--- src/design/wlrs_pkg.sv ---
`default_nettype none

package wlrs_pkg;

    // Size of the record store, in 16-byte slots
    localparam int SLOT_COUNT = 128;
    localparam int SLOT_W     = (SLOT_COUNT > 1) ? $clog2(SLOT_COUNT) : 1;

    // Widths fixed by the record layout
    localparam int NEXT_SLOT_W = 7;
    localparam int SEQ_W       = 8;
    localparam int LEVEL_W     = 6;
    localparam int FIDX_W      = 16;
    localparam int REG_INDEX_W = 2;
    localparam int REG_DATA_W  = 16;

    localparam logic [15:0] MAGIC_LOW  = 16'h8fea;
    localparam logic [15:0] MAGIC_HIGH = 16'hd591;

    localparam logic [SEQ_W-1:0] SEQ_NONE = 8'hff;

    typedef logic [SLOT_W-1:0]      slot_idx_t;
    typedef logic [REG_INDEX_W-1:0] reg_index_t;

    // Configuration register indexes
    localparam reg_index_t REG_DC_LEVEL   = 2'd0;
    localparam reg_index_t REG_MODE       = 2'd1;
    localparam reg_index_t REG_FILE_INDEX = 2'd2;

    // Fields kept for the newest record seen so far
    typedef struct packed {
        logic [FIDX_W-1:0]  file_index;
        logic               mode;
        logic [LEVEL_W-1:0] dc_level;
    } rec_fields_t;

endpackage

`default_nettype wire

--- src/design/wear_level_record_scanner.sv ---
`default_nettype none

// Wear-leveling record scanner. Feed it the first and last 32-bit words of
// every 16-byte slot of the record store, in slot order, one beat per slot,
// and mark the last slot with final_slot. A slot holds a valid record when
// the magic halves (0x8fea in the low half of the first word, 0xd591 in the
// high half of the last word) both match; the newest valid record is the one
// with the smallest 8-bit sequence number under wraparound comparison, and
// the earliest slot wins a tie. Only the final beat of a scan produces a
// result beat: the newest record's level, mode and file index (all zero when
// nothing was found), the slot and sequence number for the next record to
// program (the slot after the newest with sequence minus one, or slot 0 with
// 0xff when nothing was found), and the two packed words to write there,
// built from the write_* configuration registers. The scan state then clears
// for the next scan. A slot beat is taken every cycle unless the input is stalled:
// the compare-and-keep logic sits between the input handshake and a single result
// register, so a result appears in the cycle after its final beat; a result
// beat left waiting stalls the input only while the result register is still
// full and not being taken in the same cycle. Write the configuration
// registers only while no scan result is pending.
module wear_level_record_scanner
(
    input  wire logic                              clk,
    input  wire logic                              rst_n,

    // Configuration write port
    input  wire logic                              write_enable,
    input  wire wlrs_pkg::reg_index_t              reg_index,
    input  wire logic [wlrs_pkg::REG_DATA_W-1:0]   write_data,

    // Slot beats
    input  wire logic                              slot_valid,
    output logic                                   slot_ready,
    input  wire logic [31:0]                       slot_first_word,
    input  wire logic [31:0]                       slot_last_word,
    input  wire logic                              final_slot,

    // Result beats
    output logic                                   result_valid,
    input  wire logic                              result_ready,
    output logic                                   record_found,
    output logic [wlrs_pkg::LEVEL_W-1:0]           newest_dc_level,
    output logic                                   newest_mode,
    output logic [wlrs_pkg::FIDX_W-1:0]            newest_file_index,
    output logic [wlrs_pkg::NEXT_SLOT_W-1:0]       next_slot,
    output logic [wlrs_pkg::SEQ_W-1:0]             next_sequence,
    output logic [31:0]                            new_record_first,
    output logic [31:0]                            new_record_last
);
    import wlrs_pkg::*;

    // Configuration registers
    logic [LEVEL_W-1:0] cfg_level_reg;
    logic               cfg_mode_reg;
    logic [FIDX_W-1:0]  cfg_fidx_reg;

    // Scan state
    slot_idx_t          slot_cnt_reg;
    logic               have_newest_reg;
    logic [SEQ_W-1:0]   newest_seq_reg;
    slot_idx_t          newest_slot_reg;
    rec_fields_t        newest_fields_reg;

    // Result register
    logic               result_valid_reg;
    logic               found_reg;
    rec_fields_t        out_fields_reg;
    logic [NEXT_SLOT_W-1:0] next_slot_reg;
    logic [SEQ_W-1:0]   next_seq_reg;
    logic [31:0]        rec_first_reg;
    logic [31:0]        rec_last_reg;

    logic               slot_accept;
    logic               rec_valid;
    logic [SEQ_W-1:0]   seq_in;
    logic [SEQ_W-1:0]   seq_diff;
    logic               take_new;

    slot_idx_t          slot_cnt_next;
    logic               have_newest_next;
    logic [SEQ_W-1:0]   newest_seq_next;
    slot_idx_t          newest_slot_next;
    rec_fields_t        newest_fields_next;

    logic [SLOT_W:0]    cnt_plus;
    logic [SLOT_W:0]    nslot_plus;
    slot_idx_t          nslot;
    logic [SLOT_W+NEXT_SLOT_W-1:0] nslot_ext;
    logic [SEQ_W-1:0]   nseq;
    rec_fields_t        fields_out;

    // Take a slot beat whenever the result register is free or draining
    assign slot_ready  = !result_valid_reg || result_ready;
    assign slot_accept = slot_valid && slot_ready;

    // ---------------------------------------------------------------
    // Compare and keep
    // ---------------------------------------------------------------
    assign rec_valid = (slot_first_word[15:0] == MAGIC_LOW)
                    && (slot_last_word[31:16] == MAGIC_HIGH);
    assign seq_in    = slot_first_word[23:16];
    assign seq_diff  = seq_in - newest_seq_reg;
    // Newer when the wrapped difference has its top bit set; ties keep the old one
    assign take_new  = rec_valid && (!have_newest_reg || seq_diff[SEQ_W-1]);

    always_comb
    begin
        have_newest_next   = have_newest_reg;
        newest_seq_next    = newest_seq_reg;
        newest_slot_next   = newest_slot_reg;
        newest_fields_next = newest_fields_reg;
        if (take_new)
        begin
            have_newest_next              = 1'b1;
            newest_seq_next               = seq_in;
            newest_slot_next              = slot_cnt_reg;
            newest_fields_next.dc_level   = slot_first_word[29:24];
            newest_fields_next.mode       = slot_first_word[30];
            newest_fields_next.file_index = slot_last_word[15:0];
        end
    end

    // Advance the slot counter, wrapping at the store size
    assign cnt_plus = {1'b0, slot_cnt_reg} + 1'b1;
    always_comb
    begin
        if (cnt_plus >= (SLOT_W+1)'(SLOT_COUNT))
            slot_cnt_next = '0;
        else
            slot_cnt_next = cnt_plus[SLOT_W-1:0];
    end

    // ---------------------------------------------------------------
    // Result of a final beat
    // ---------------------------------------------------------------
    assign nslot_plus = {1'b0, newest_slot_next} + 1'b1;
    always_comb
    begin
        nslot      = '0;
        nseq       = SEQ_NONE;
        fields_out = '0;
        if (have_newest_next)
        begin
            nseq       = newest_seq_next - 1'b1;
            fields_out = newest_fields_next;
            // The slot after the newest wraps to 0 past the scanned store
            if (newest_slot_next >= slot_cnt_reg
                || nslot_plus >= (SLOT_W+1)'(SLOT_COUNT))
                nslot = '0;
            else
                nslot = nslot_plus[SLOT_W-1:0];
        end
    end

    assign nslot_ext = {{NEXT_SLOT_W{1'b0}}, nslot};

    // ---------------------------------------------------------------
    // Registers
    // ---------------------------------------------------------------
    always_ff @(posedge clk or negedge rst_n)
    begin
        if (!rst_n)
        begin
            cfg_level_reg <= 6'd4;
            cfg_mode_reg  <= 1'b1;
            cfg_fidx_reg  <= '0;
        end
        else if (write_enable)
        begin
            case (reg_index)
                REG_DC_LEVEL:   cfg_level_reg <= write_data[LEVEL_W-1:0];
                REG_MODE:       cfg_mode_reg  <= write_data[0];
                REG_FILE_INDEX: cfg_fidx_reg  <= write_data[FIDX_W-1:0];
                default:        ;   // drop writes to unknown indexes
            endcase
        end
    end

    always_ff @(posedge clk or negedge rst_n)
    begin
        if (!rst_n)
        begin
            slot_cnt_reg      <= '0;
            have_newest_reg   <= 1'b0;
            newest_seq_reg    <= '0;
            newest_slot_reg   <= '0;
            newest_fields_reg <= '0;
        end
        else if (slot_accept)
        begin
            if (final_slot)
            begin
                // Clear the scan state for the next pass
                slot_cnt_reg      <= '0;
                have_newest_reg   <= 1'b0;
                newest_seq_reg    <= '0;
                newest_slot_reg   <= '0;
                newest_fields_reg <= '0;
            end
            else
            begin
                slot_cnt_reg      <= slot_cnt_next;
                have_newest_reg   <= have_newest_next;
                newest_seq_reg    <= newest_seq_next;
                newest_slot_reg   <= newest_slot_next;
                newest_fields_reg <= newest_fields_next;
            end
        end
    end

    always_ff @(posedge clk or negedge rst_n)
    begin
        if (!rst_n)
            result_valid_reg <= 1'b0;
        else if (slot_accept)
            result_valid_reg <= final_slot;
        else if (result_ready)
            result_valid_reg <= 1'b0;
    end

    // Result payload: load on a final beat, hold otherwise
    always_ff @(posedge clk)
    begin
        if (slot_accept && final_slot)
        begin
            found_reg      <= have_newest_next;
            out_fields_reg <= fields_out;
            next_slot_reg  <= nslot_ext[NEXT_SLOT_W-1:0];
            next_seq_reg   <= nseq;
            rec_first_reg  <= {1'b1, cfg_mode_reg, cfg_level_reg, nseq, MAGIC_LOW};
            rec_last_reg   <= {MAGIC_HIGH, cfg_fidx_reg};
        end
    end

    assign result_valid      = result_valid_reg;
    assign record_found      = found_reg;
    assign newest_dc_level   = out_fields_reg.dc_level;
    assign newest_mode       = out_fields_reg.mode;
    assign newest_file_index = out_fields_reg.file_index;
    assign next_slot         = next_slot_reg;
    assign next_sequence     = next_seq_reg;
    assign new_record_first  = rec_first_reg;
    assign new_record_last   = rec_last_reg;

    // ---------------------------------------------------------------
    // Assertions
    // ---------------------------------------------------------------
    a_final_gives_result: assert property (@(posedge clk) disable iff (!rst_n)
        slot_accept && final_slot |=> result_valid)
        else $error("final slot beat did not produce a result beat");

    a_plain_slot_no_result: assert property (@(posedge clk) disable iff (!rst_n)
        slot_accept && !final_slot |=> !result_valid)
        else $error("result beat appeared without a final slot");

    a_scan_clears: assert property (@(posedge clk) disable iff (!rst_n)
        slot_accept && final_slot |=> (slot_cnt_reg == '0) && !have_newest_reg)
        else $error("scan state not cleared after final slot");

    a_not_found_defaults: assert property (@(posedge clk) disable iff (!rst_n)
        result_valid && !record_found |-> (next_sequence == SEQ_NONE)
                                         && (next_slot == '0))
        else $error("empty scan gave wrong next slot or sequence");

    a_ready_when_empty: assert property (@(posedge clk) disable iff (!rst_n)
        !result_valid |-> slot_ready)
        else $error("slot beat stalled with empty result register");

endmodule

`default_nettype wire

--- config.mk ---
export PLATFORM = sky130hd
export DESIGN_NAME = wear_level_record_scanner
export DESIGN_NICKNAME = d
export VERILOG_FILES = /design/src/design/wlrs_pkg.sv /design/src/design/wear_level_record_scanner.sv
export SDC_FILE = /design/constraint.sdc
export NUM_CORES = 1
export LEC_CHECK = 0
export BUFFER_PORTS_ARGS = -buffer_cell sky130_fd_sc_hd__buf_2
export CAP_MARGIN = 20
export CORE_MARGIN = 4
export CORE_UTILIZATION = 58
export CTS_BUF_LIST = sky130_fd_sc_hd__clkbuf_4
export CTS_CLUSTER_DIAMETER = 30
export DETAILED_ROUTE_END_ITERATION = 12
export GPL_TIMING_DRIVEN = 1
export HOLD_SLACK_MARGIN = 0.15
export PLACE_DENSITY_LB_ADDON = 0.25
export SLEW_MARGIN = 20
export SYNTH_ARGS = -nofsm -noshare
export SYNTH_HDL_FRONTEND = slang
export SYNTH_SLANG_ARGS = --single-unit
--- constraint.sdc ---
create_clock -name clk -period 9.3 [get_ports clk]
set_input_delay 1.395 -clock clk [delete_from_list [all_inputs] [get_ports clk]]
set_output_delay 1.395 -clock clk [all_outputs]
set_load 0.05 [all_outputs]
==> results of run 1 <==
==> final timing paths <==
kind                                       to  slack, ns           startpoint  cells past startpoint
min in group asynchronous   newest_seq_reg[3]       0.96                rst_n                      1
setup / recovery                 next_slot[3]       4.09  slot_first_word[20]                     17
hold / removal             new_record_last[9]       0.45      cfg_fidx_reg[9]                      0
max in group asynchronous   newest_seq_reg[0]       7.70                rst_n                      1
hold reg to reg            new_record_last[9]       0.45      cfg_fidx_reg[9]                      0
setup reg to reg                 next_slot[3]       4.65    newest_seq_reg[4]                     17
==> placed cells by master, fill, tap and decap left out, drive strengths merged, types with 7 or more instances in the layout <==
master / instances
conb: 33
nor2: 32
nand3: 10
mux2: 24
xnor2: 13
a21oi: 30
edfxtp: 62
nor3: 9
a22o: 16
buf: 164
ha: 16
inv: 19
clkbuf: 17
nand2: 98
xor2: 7
dfrtp: 68
a21boi: 23
o21ai: 45
==> per-stage QoR <==
step | total power [uW] | instance area [um2]
3_5_place_dp | 870 | 7190
6_report | 1290 | 7530
3_3_place_gp | 862 | 7190
5_1_grt | 1350 | 7530
2_1_floorplan | 823 | 6580
4_1_cts | 1300 | 7520
==> routing by layer <==
layer	vias up	track usage (%)
li1	2318	-
met1	2260	27.2
met2	191	38.4
met3	12	5.89
met4	0	7.77
met5	-	0
==> layout make-up <==
class | instances | area, um2
repair buffers | 164 | 842
fillers | 801 | 3360
inverters | 17 | 63.8
clock inverters | 15 | 201
clock buffers | 17 | 128
flip-flops and latches | 132 | 3620
well taps | 140 | 175
diodes | 1 | 2.50
multi-input cells | 408 | 2500
==> worst register-to-register path, stage by stage, from the launching register on <==
cell      delay [ns]
dfrtp_1         0.42
inv_1           0.06
ha_1            0.29
a211oi_1        0.23
nor2_1          0.19
a211oi_4        0.33
o221a_2         0.78
nand2_1         0.13
nand2_1         0.14
inv_1           0.06
ha_1            0.26
nand2b_1        0.14
a21oi_1         0.14
nor2b_1         0.06
o21ai_0         0.23
a21oi_1         0.13
or4_1           0.68
a211oi_2        0.22
==> cells in the mapped netlist (all sizes together), types with 2 or more instances <==
master / count / area (um2)
nand2: 98 / 368
dfrtp: 68 / 1700
edfxtp: 62 / 1860
buf: 48 / 343
o21ai: 45 / 229
nor2: 32 / 120
a21oi: 30 / 150
mux2: 24 / 270
a21boi: 23 / 173
clkbuf: 19 / 71.3
a22o: 16 / 141
ha: 16 / 200
inv: 16 / 60.1
xnor2: 13 / 114
nand3: 10 / 50.1
nor3: 9 / 45.0
xor2: 7 / 61.3
nand2b: 6 / 37.5
nand4: 5 / 31.3
a211oi: 4 / 47.5
nor4b: 4 / 35.0
mux2i: 3 / 30.0
nor2b: 3 / 18.8
nor4bb: 3 / 30.0
or3: 3 / 18.8
and4: 2 / 17.5
conb: 2 / 7.51
dfstp: 2 / 52.6
nand3b: 2 / 15.0
nor3b: 2 / 15.0
o221ai: 2 / 41.3
o22ai: 2 / 12.5
o31ai: 2 / 15.0
==> power by group through the flow <==
stage | registers [uW] | clock network (uW) | logic [uW]
4_1_cts | 671 | 439 | 187
6_report | 671 | 429 | 185
3_5_place_dp | 683 | 0 | 187
5_1_grt | 676 | 473 | 199
3_3_place_gp | 680 | 0 | 182
2_1_floorplan | 730 | 0 | 92.8
==> cells by family (layout without fill, tap and decap cells) <==
| family | count (synthesis) | after routing |
|---|---|---|
| xor+xnor | 20 | 20 |
| other cells | 2 | 34 |
| compound gates | 130 | 130 |
| simple gates | 182 | 182 |
| buf+inv | 84 | 213 |
| mux | 27 | 27 |
| fa+ha+maj | 16 | 16 |
| flops | 132 | 132 |
==> metrics.cfg, run 1 <==
[detailed_routing]
dr.max_layer_used=met4
wl_met3_um=1020
wl_met2_um=7080
drc_errors=0
vias=4781
drt-pass1-iter-count=5
drtAntennaViolNets=0
vias_per_cell=5.35
wirelength_met1_um=5650
wl_per_cell_um=15.6
postRouteWirelength_um=13900
drtIter0Drc=267

[place]
port_buffers=158
place_inst=860
gp_congestion=0.897
post-place-ws_ns=3.59
dpl.hpwl_um=9850

[power]
p_seq_share_pct=52.2
clockPowerShare_pct=33.4
leakage_uw=0.00314
ir_worst_vdd_v=0.000140
switching_share_pct=28.7
switchingPower_uw=369
intPower_uw=917
power.density_mw_per_mm2=171
comb_power_share_pct=14.4

[sta]
max_freq_ghz=0.192
relSlewSlack_pct=38.4
holdWs_ns=0.452
setup_viol=0
finalCriticalPeriod_ns=5.21
finalMaxSlewViolations=0
layout_setup_ws_ns=4.09
rsz0062_at_grt=false
tightest_slew_ns=0.916
fin_tns_setup_ns=0
clock_skew_ns=0.0229
layout_worst_path_cycle_share_pct=56.0
hold_viol_final=0

[synthesis]
synthArstFlopShare_pct=53.0
synthMuxAreaShare_pct=4.64
ys_warn_count=0
ys_seq_area_share_pct=55.9
synthSimpleGateAreaFrac_pct=12.8
synth_cell_type_count=49
synth_seq_cells=132
synth_compound_gate_area_share_pct=13.4
synthXorXnorAreaFrac_pct=2.71
synth-edff-count=62
synth_area_mm2=0.00647
ys.flop_type=dfrtp_1
syn_avg_cell_area_um2=10.9
synth_top_family_by_area=compound AO/OA/AOI/OAI gates
syn_inst=593
synth_fa_ha_area_share_pct=3.10

[setup_path]
cp.arrival_ns=5.55
cp_data_required_time_ns=9.64
max_stage_delay_ns=0.78
critPathMaxFanout=34
worstSetupStartpointType=input pin
worstSetupEndpointType=flip-flop
path_class=input pin to flip-flop
path_delay_family=compound AO/OA/AOI/OAI gates
cp.buffers_inverters=2
crit_chain=buf_2 -> ha_1 -> a211oi_1 -> nor2_1 -> a211oi_4 -> o221a_2 -> nand2_1 -> nand2_1 -> inv_1 -> ha_1 -> nand2b_1 -> a21oi_1 -> nor2b_1 -> o21ai_0 -> a21oi_1 -> or4_1 -> a211oi_2
crit_path_top_delay_cell=o221a_2

[run]
drv_cap=0

[die]
core_area_mm2=0.0109
start_util_pct=59.4
die_w_um=114
fp-row-count=38
top_level_ports=193
die_area_mm2=0.0129
fp.dieH_um=114

[clock_tree]
cts_buffers=17
clkSinkCount=132
tritoncts=built
cts.clk_slew.worst_paths_ns=0.13
holdBufCountCts=0
cts-root-buf=clkbuf_4
cts_buffer_depth=2
htree_levels=4
cts_setup_buffers=0
worstSkewPairLatency_ns=0.52
cts.repair.resized=0

[finish]
layout.nets=844
stdcell_count=894
syn_to_final_growth_pct=16.5
largest_reg_flops=23
drive_above_1_share_pct=30.5
final_util_pct=69.2

[grt]
grt_max_degree=71
grt_pass1_wl_um=22700
grt_pass1_vias=4788
grt_remaining_overflow=0
antenna_found_initial=1
grt_usage_pct=22.3

[worst_hold_path]
hold_class=flip-flop to flip-flop

[outcome]
status=completed

(Power assumes the default switching activity.)
==> inputs of run 2 (changes only) <==
--- a/config.mk
+++ b/config.mk
@@ -5,10 +5,11 @@
 export SDC_FILE = /design/constraint.sdc
 export NUM_CORES = 1
 export LEC_CHECK = 0
+export ABC_AREA = 1
 export BUFFER_PORTS_ARGS = -buffer_cell sky130_fd_sc_hd__buf_2
 export CAP_MARGIN = 20
 export CORE_MARGIN = 4
-export CORE_UTILIZATION = 58
+export CORE_UTILIZATION = 54
 export CTS_BUF_LIST = sky130_fd_sc_hd__clkbuf_4
 export CTS_CLUSTER_DIAMETER = 30
 export DETAILED_ROUTE_END_ITERATION = 12
==> constraint.sdc (replaced) <==
create_clock -name clk -period 4.9 [get_ports clk]
set_input_delay 0.735 -clock clk [delete_from_list [all_inputs] [get_ports clk]]
set_output_delay 0.735 -clock clk [all_outputs]
set_load 0.05 [all_outputs]
==> metrics.cfg, run 2 <==
[setup_path]
crit_chain=inv_1 -> ha_1 -> nand2_1 -> inv_1 -> a21oi_2 -> nand2_1 -> nand2_1 -> nand3_4 -> nand2_8 -> nand2_1 -> nand2_2 -> ha_1 -> a21oi_1 -> o21ai_0 -> a2111oi_2 -> nand2_4 -> a21oi_2
cp.buffers_inverters=2
crit_path_top_delay_cell=a2111oi_2
worstSetupEndpointType=flip-flop
worstSetupStartpointType=flip-flop
crit_cells=17
cp_common_cell=nand2_1
critPathMaxFanout=64
cp_data_required_time_ns=5.27
path_delay_family=simple AND/OR/NAND/NOR gates
cp.arrival_ns=3.81
reg2regPathDepth=17
path_class=flip-flop to flip-flop
max_stage_delay_ns=0.49

[sta]
fin_tns_setup_ns=0
max_freq_ghz=0.290
clock_skew_ns=0.0148
holdWs_ns=0.332
layout_setup_ws_ns=1.45
rsz0062_at_grt=false
relSlewSlack_pct=36.7
tightest_slew_ns=0.947
setup_viol=0
layout_worst_path_cycle_share_pct=70.3
hold_viol_final=0
finalMaxSlewViolations=0
finalCriticalPeriod_ns=3.45

[clock_tree]
worstSkewPairLatency_ns=0.51
cts.repair.resized=0
cts_setup_buffers=0
htree_levels=4
clkSinkCount=132
cts_buffers=17
cts-root-buf=clkbuf_4
cts.clk_slew.worst_paths_ns=0.11
cts_buffer_depth=2
holdBufCountCts=0
tritoncts=built

[finish]
layout.nets=904
multiInputGateArea_mm2=0.00217
largest_reg_flops=23
mostFrequentLayoutCells=buf_2 (157), nand2_1 (109), inv_1 (86), dfrtp_1 (68), edfxtp_1 (62)
drive_above_1_share_pct=30.1
diodes=0
regArea_mm2=0.00362
fill_cells=952
syn_to_final_growth_pct=17.0
stdcell_count=956
layout_commonest_cell=buf_2

[worst_hold_path]
hold_class=input pin to async pin

[die]
die_area_mm2=0.0137
top_level_ports=193
start_util_pct=55.6
fp.dieH_um=117
core_area_mm2=0.0115
fp-row-count=39
die_w_um=117

[grt]
antenna_found_initial=0
grt_usage_pct=20.7
grt_pass1_vias=4872
grt_max_degree=71
grt_pass1_wl_um=22200
grt_remaining_overflow=0

[synthesis]
syn_inst=648
synth_top_cell_by_area=edfxtp_1
synthArstFlopShare_pct=53.0
synth.area.top_cells=edfxtp_1 (29%), dfrtp_1 (27%), nand2_1 (6.4%), inv_1 (5.0%), buf_4 (4.9%)
synth_area_mm2=0.00640
synth-edff-count=62
synth_seq_cells=132
ys_warn_count=0
synth_commonest_cells=nand2_1 (109), inv_1 (86), dfrtp_1 (68), edfxtp_1 (62), o21ai_0 (48)
yosysMostFrequentCell=nand2_1
synth_cell_type_count=40
synth.top_cell.area_share_pct=29.1
ys_seq_area_share_pct=56.5
syn_avg_cell_area_um2=9.88
ys.flop_type=dfrtp_1

[detailed_routing]
drtAntennaViolNets=0
vias=4990
postRouteWirelength_um=13900
drt-pass1-iter-count=5
wl_per_cell_um=14.6
drc_errors=0
vias_per_cell=5.22
drtIter0Drc=319

[place]
gp_congestion=0.812
port_buffers=158
dpl.hpwl_um=9920
place_inst=923
post-place-ws_ns=1.01

[power]
power_uw=2460
power.density_mw_per_mm2=328
leakage_uw=0.00358
ir_worst_vdd_v=0.000156

[run]
drv_cap=0

[outcome]
status=completed

==> run 2: where the power goes <==
group / internal [uW] / leakage, uW / switching [uW]
sequential: 1240 / 0.00149 / 30.3
clock: 417 / 0.000173 / 417
combinational: 93.3 / 0.00192 / 265
total: 1750 / 0.00358 / 712
==> run 2: metal layers <==
layer  vias up  global-route usage, %  part of all wire, %
met5         -                      0                    0
met4         0                   7.65                  1.6
met3        27                   5.14                  7.5
met2       216                   33.6                   48
met1      2344                   27.2                   43
li1       2403                      -                    -
==> run 2: worst paths after layout <==
| kind | slack (ns) | end | startpoint |
|---|---|---|---|
| min reg2reg | 0.46 | new_record_last[10] | cfg_fidx_reg[10] |
| max reg2reg | 1.45 | next_slot[5] | newest_seq_reg[6] |
| max | 1.45 | next_slot[5] | newest_seq_reg[6] |
| min in group clk | 0.46 | cfg_fidx_reg[6] | write_data[6] |
| max in group asynchronous | 3.95 | result_valid | rst_n |
| min | 0.33 | newest_seq_reg[4] | rst_n |
==> run 2: cell families (layout without fill, tap and decap cells) <==
group	Yosys count	after routing	synth area share (%)
XOR/XNOR	3	3	0.411
buffers and inverters	151	285	11.6
AND/OR/NAND/NOR	227	227	16.5
flip-flops	132	132	56.5
other	2	33	0.117
adder cells (fa/ha/maj)	16	16	3.13
AO/OA/AOI/OAI	107	107	9.99
multiplexers	10	10	1.76
==> run 2: cell type report <==
type,instances,share of cell area (%)
sequential,132,48.3
multi-input combinational,396,28.9
clock inverter,14,2.69
timing repair buffer,163,11.4
clock buffer,18,1.81
inverter,90,4.51
tap,143,2.39
==> run 2: metrics by stage <==
| step | cell area, um2 | utilization (%) |
|---|---|---|
| detailed placement | 7120 | 61.8 |
| finish | 7490 | 65.0 |
| global route | 7490 | 65.0 |
| CTS | 7460 | 64.8 |
| global placement | 7120 | 61.8 |
| floorplan | 6520 | - |
==> inputs of run 3 (changes only) <==
--- a/config.mk
+++ b/config.mk
@@ -9,7 +9,7 @@
 export BUFFER_PORTS_ARGS = -buffer_cell sky130_fd_sc_hd__buf_2
 export CAP_MARGIN = 20
 export CORE_MARGIN = 4
-export CORE_UTILIZATION = 54
+export CORE_UTILIZATION = 48
 export CTS_BUF_LIST = sky130_fd_sc_hd__clkbuf_4
 export CTS_CLUSTER_DIAMETER = 30
 export DETAILED_ROUTE_END_ITERATION = 12
==> constraint.sdc (replaced) <==
create_clock -name clk -period 2.9 [get_ports clk]
set_input_delay 0.435 -clock clk [delete_from_list [all_inputs] [get_ports clk]]
set_output_delay 0.435 -clock clk [all_outputs]
set_load 0.05 [all_outputs]
==> metrics.cfg, run 3 (synthesized netlist as in run 2, its figures left out) <==
[outcome]
status=completed

[setup_path]
crit_start=newest_seq_reg[2]
crit_path_top_delay_cell=dfrtp_1
path_class=flip-flop to flip-flop
crit_chain=inv_2 -> ha_4 -> nand2_2 -> inv_2 -> nand2_2 -> nand2_2 -> nand2_2 -> nand3_2 -> nand3_4 -> nand2_8 -> buf_12 -> nand2_1 -> nand2_2 -> ha_4 -> a21oi_1 -> o21ai_1 -> a2111oi_2 -> buf_4 -> nand2_8 -> a21oi_2
worstSetupEndpointType=flip-flop
cp.arrival_ns=3.24
critPathMaxFanout=7
cp_data_required_time_ns=3.29
max_stage_delay_ns=0.39
cp_common_cell=nand2_2
worstSetupStartpointType=flip-flop
r2r-start=newest_seq_reg[2]

[sta]
setup_viol=0
finalCriticalPeriod_ns=2.85
holdWs_ns=0.198
rsz0062_at_grt=true
max_freq_ghz=0.351
hold_viol_final=0
fin_tns_setup_ns=0
clock_skew_ns=0.0135
tightest_slew_ns=0.926
relSlewSlack_pct=38.3
layout_worst_path_cycle_share_pct=98.3
finalMaxSlewViolations=0

[detailed_routing]
drc_errors=0
drt-pass1-iter-count=4
vias_per_cell=4.92
postRouteWirelength_um=15100
drtAntennaViolNets=0
vias=5099
wl_per_cell_um=14.6
drtIter0Drc=265

[place]
gp_congestion=0.809
port_buffers=158
dpl.hpwl_um=10300

[clock_tree]
cts_buffer_depth=2
cts-root-buf=clkbuf_4
cts_buffers=17
worstSkewPairLatency_ns=0.53
clkSinkCount=132
tritoncts=built
cts.clk_slew.worst_paths_ns=0.10
htree_levels=4

[die]
die_w_um=123
top_level_ports=193
fp.dieH_um=123
core_area_mm2=0.0128
fp-row-count=41
start_util_pct=49.9
die_area_mm2=0.0152

[finish]
mostFrequentLayoutCells=buf_2 (157), nand2_1 (95), inv_1 (79), dfrtp_1 (68), edfxtp_1 (62)
layout.nets=955
syn_to_final_growth_pct=27.2
layout_commonest_cell=buf_2
largest_reg_flops=23
drive_above_1_share_pct=36.7

[power]
ir_worst_vdd_v=0.000232
leakage_uw=0.00382
power.density_mw_per_mm2=490

[grt]
grt_pass1_wl_um=22500
grt_max_degree=71
grt_remaining_overflow=0
antenna_found_initial=1
grt_pass1_vias=4814
grt_usage_pct=19.1

[worst_hold_path]
hold_path_startpoint=write_data[0]
hold_class=input pin to flip-flop

[run]
drv_cap=0

[run 3: changes by cell type in the layout (fill, tap and decap cells not counted), moves of 4 or more]
cell and delta:
clkinv_4 -5, buf_4 +28, inv_1 -7, nand2_2 +14, ha_1 -12, nand2_1 -14, inv_2 +7, nor2_1 -4
ha_4 +12, dlygate4sd3_1 +19
[run 3: critical path: cells and delay by family (launching register included)]
kind	cells	cell delay, ns
flip-flops	1	0.39
adder cells (fa/ha/maj)	2	0.44
buffers and inverters	4	0.45
AND/OR/NAND/NOR	10	0.79
AO/OA/AOI/OAI	4	0.65
[run 3: path summary, 6_finish.rpt]
path	to	slack, ns	cells past startpoint
max	next_slot[6]	0.05	20
min	cfg_mode_reg	0.20	3
max reg2reg	next_slot[6]	0.05	20
min reg2reg	new_record_last[14]	0.44	0
max in group asynchronous	cfg_fidx_reg[2]	1.73	2
min in group asynchronous	newest_seq_reg[6]	0.58	2
[run 3: area by class of cell]
type                    instances  area [um2]
fillers                      1016        4680
multi-input cells             396        2410
clock inverters                11         110
inverters                      90         338
well taps                     172         215
clock buffers                  20         150
diodes                          1        2.50
flip-flops and latches        132        3620
repair buffers                214        1300
[run 3: per-layer routing]
metal  wire [um]  global-route usage, %  part of all wire, %
met3         936                   4.25                  6.2
met2        7530                   31.6                   50
met1        6360                   24.2                   42
met4         284                   8.17                  1.9
met5           0                      0                    0
[run 3: timing repair]
item	CTS	global route
pin swaps	4	17
setup buffers	1	9
hold buffers	18	1
setup endpoints to repair	7	8
resized for setup	5	47
hold endpoints to repair	85	1
cloned	0	0
[run 3: through the flow]
| step | power (uW) | setup slack (ns) | cell area (um2) | utilization (%) | instances |
|---|---|---|---|---|---|
| after floorplan | 2630 | 0.0115 | 6530 | - | 679 |
| after global placement | 2770 | -0.209 | 7350 | 57.3 | 976 |
| after detailed placement | 2790 | -0.254 | 7350 | 57.3 | 976 |
| after CTS | 3970 | 0.00218 | 7810 | 60.9 | 1026 |
| after global routing | 4180 | -0.136 | 8140 | 63.5 | 1036 |
| final | 3990 | 0.0492 | 8140 | 63.5 | 1036 |
[run 3: power by group]
part	internal [uW]	switching (uW)	total, uW
Combinational	204	473	677
Clock	524	640	1160
Sequential	2090	59.3	2150
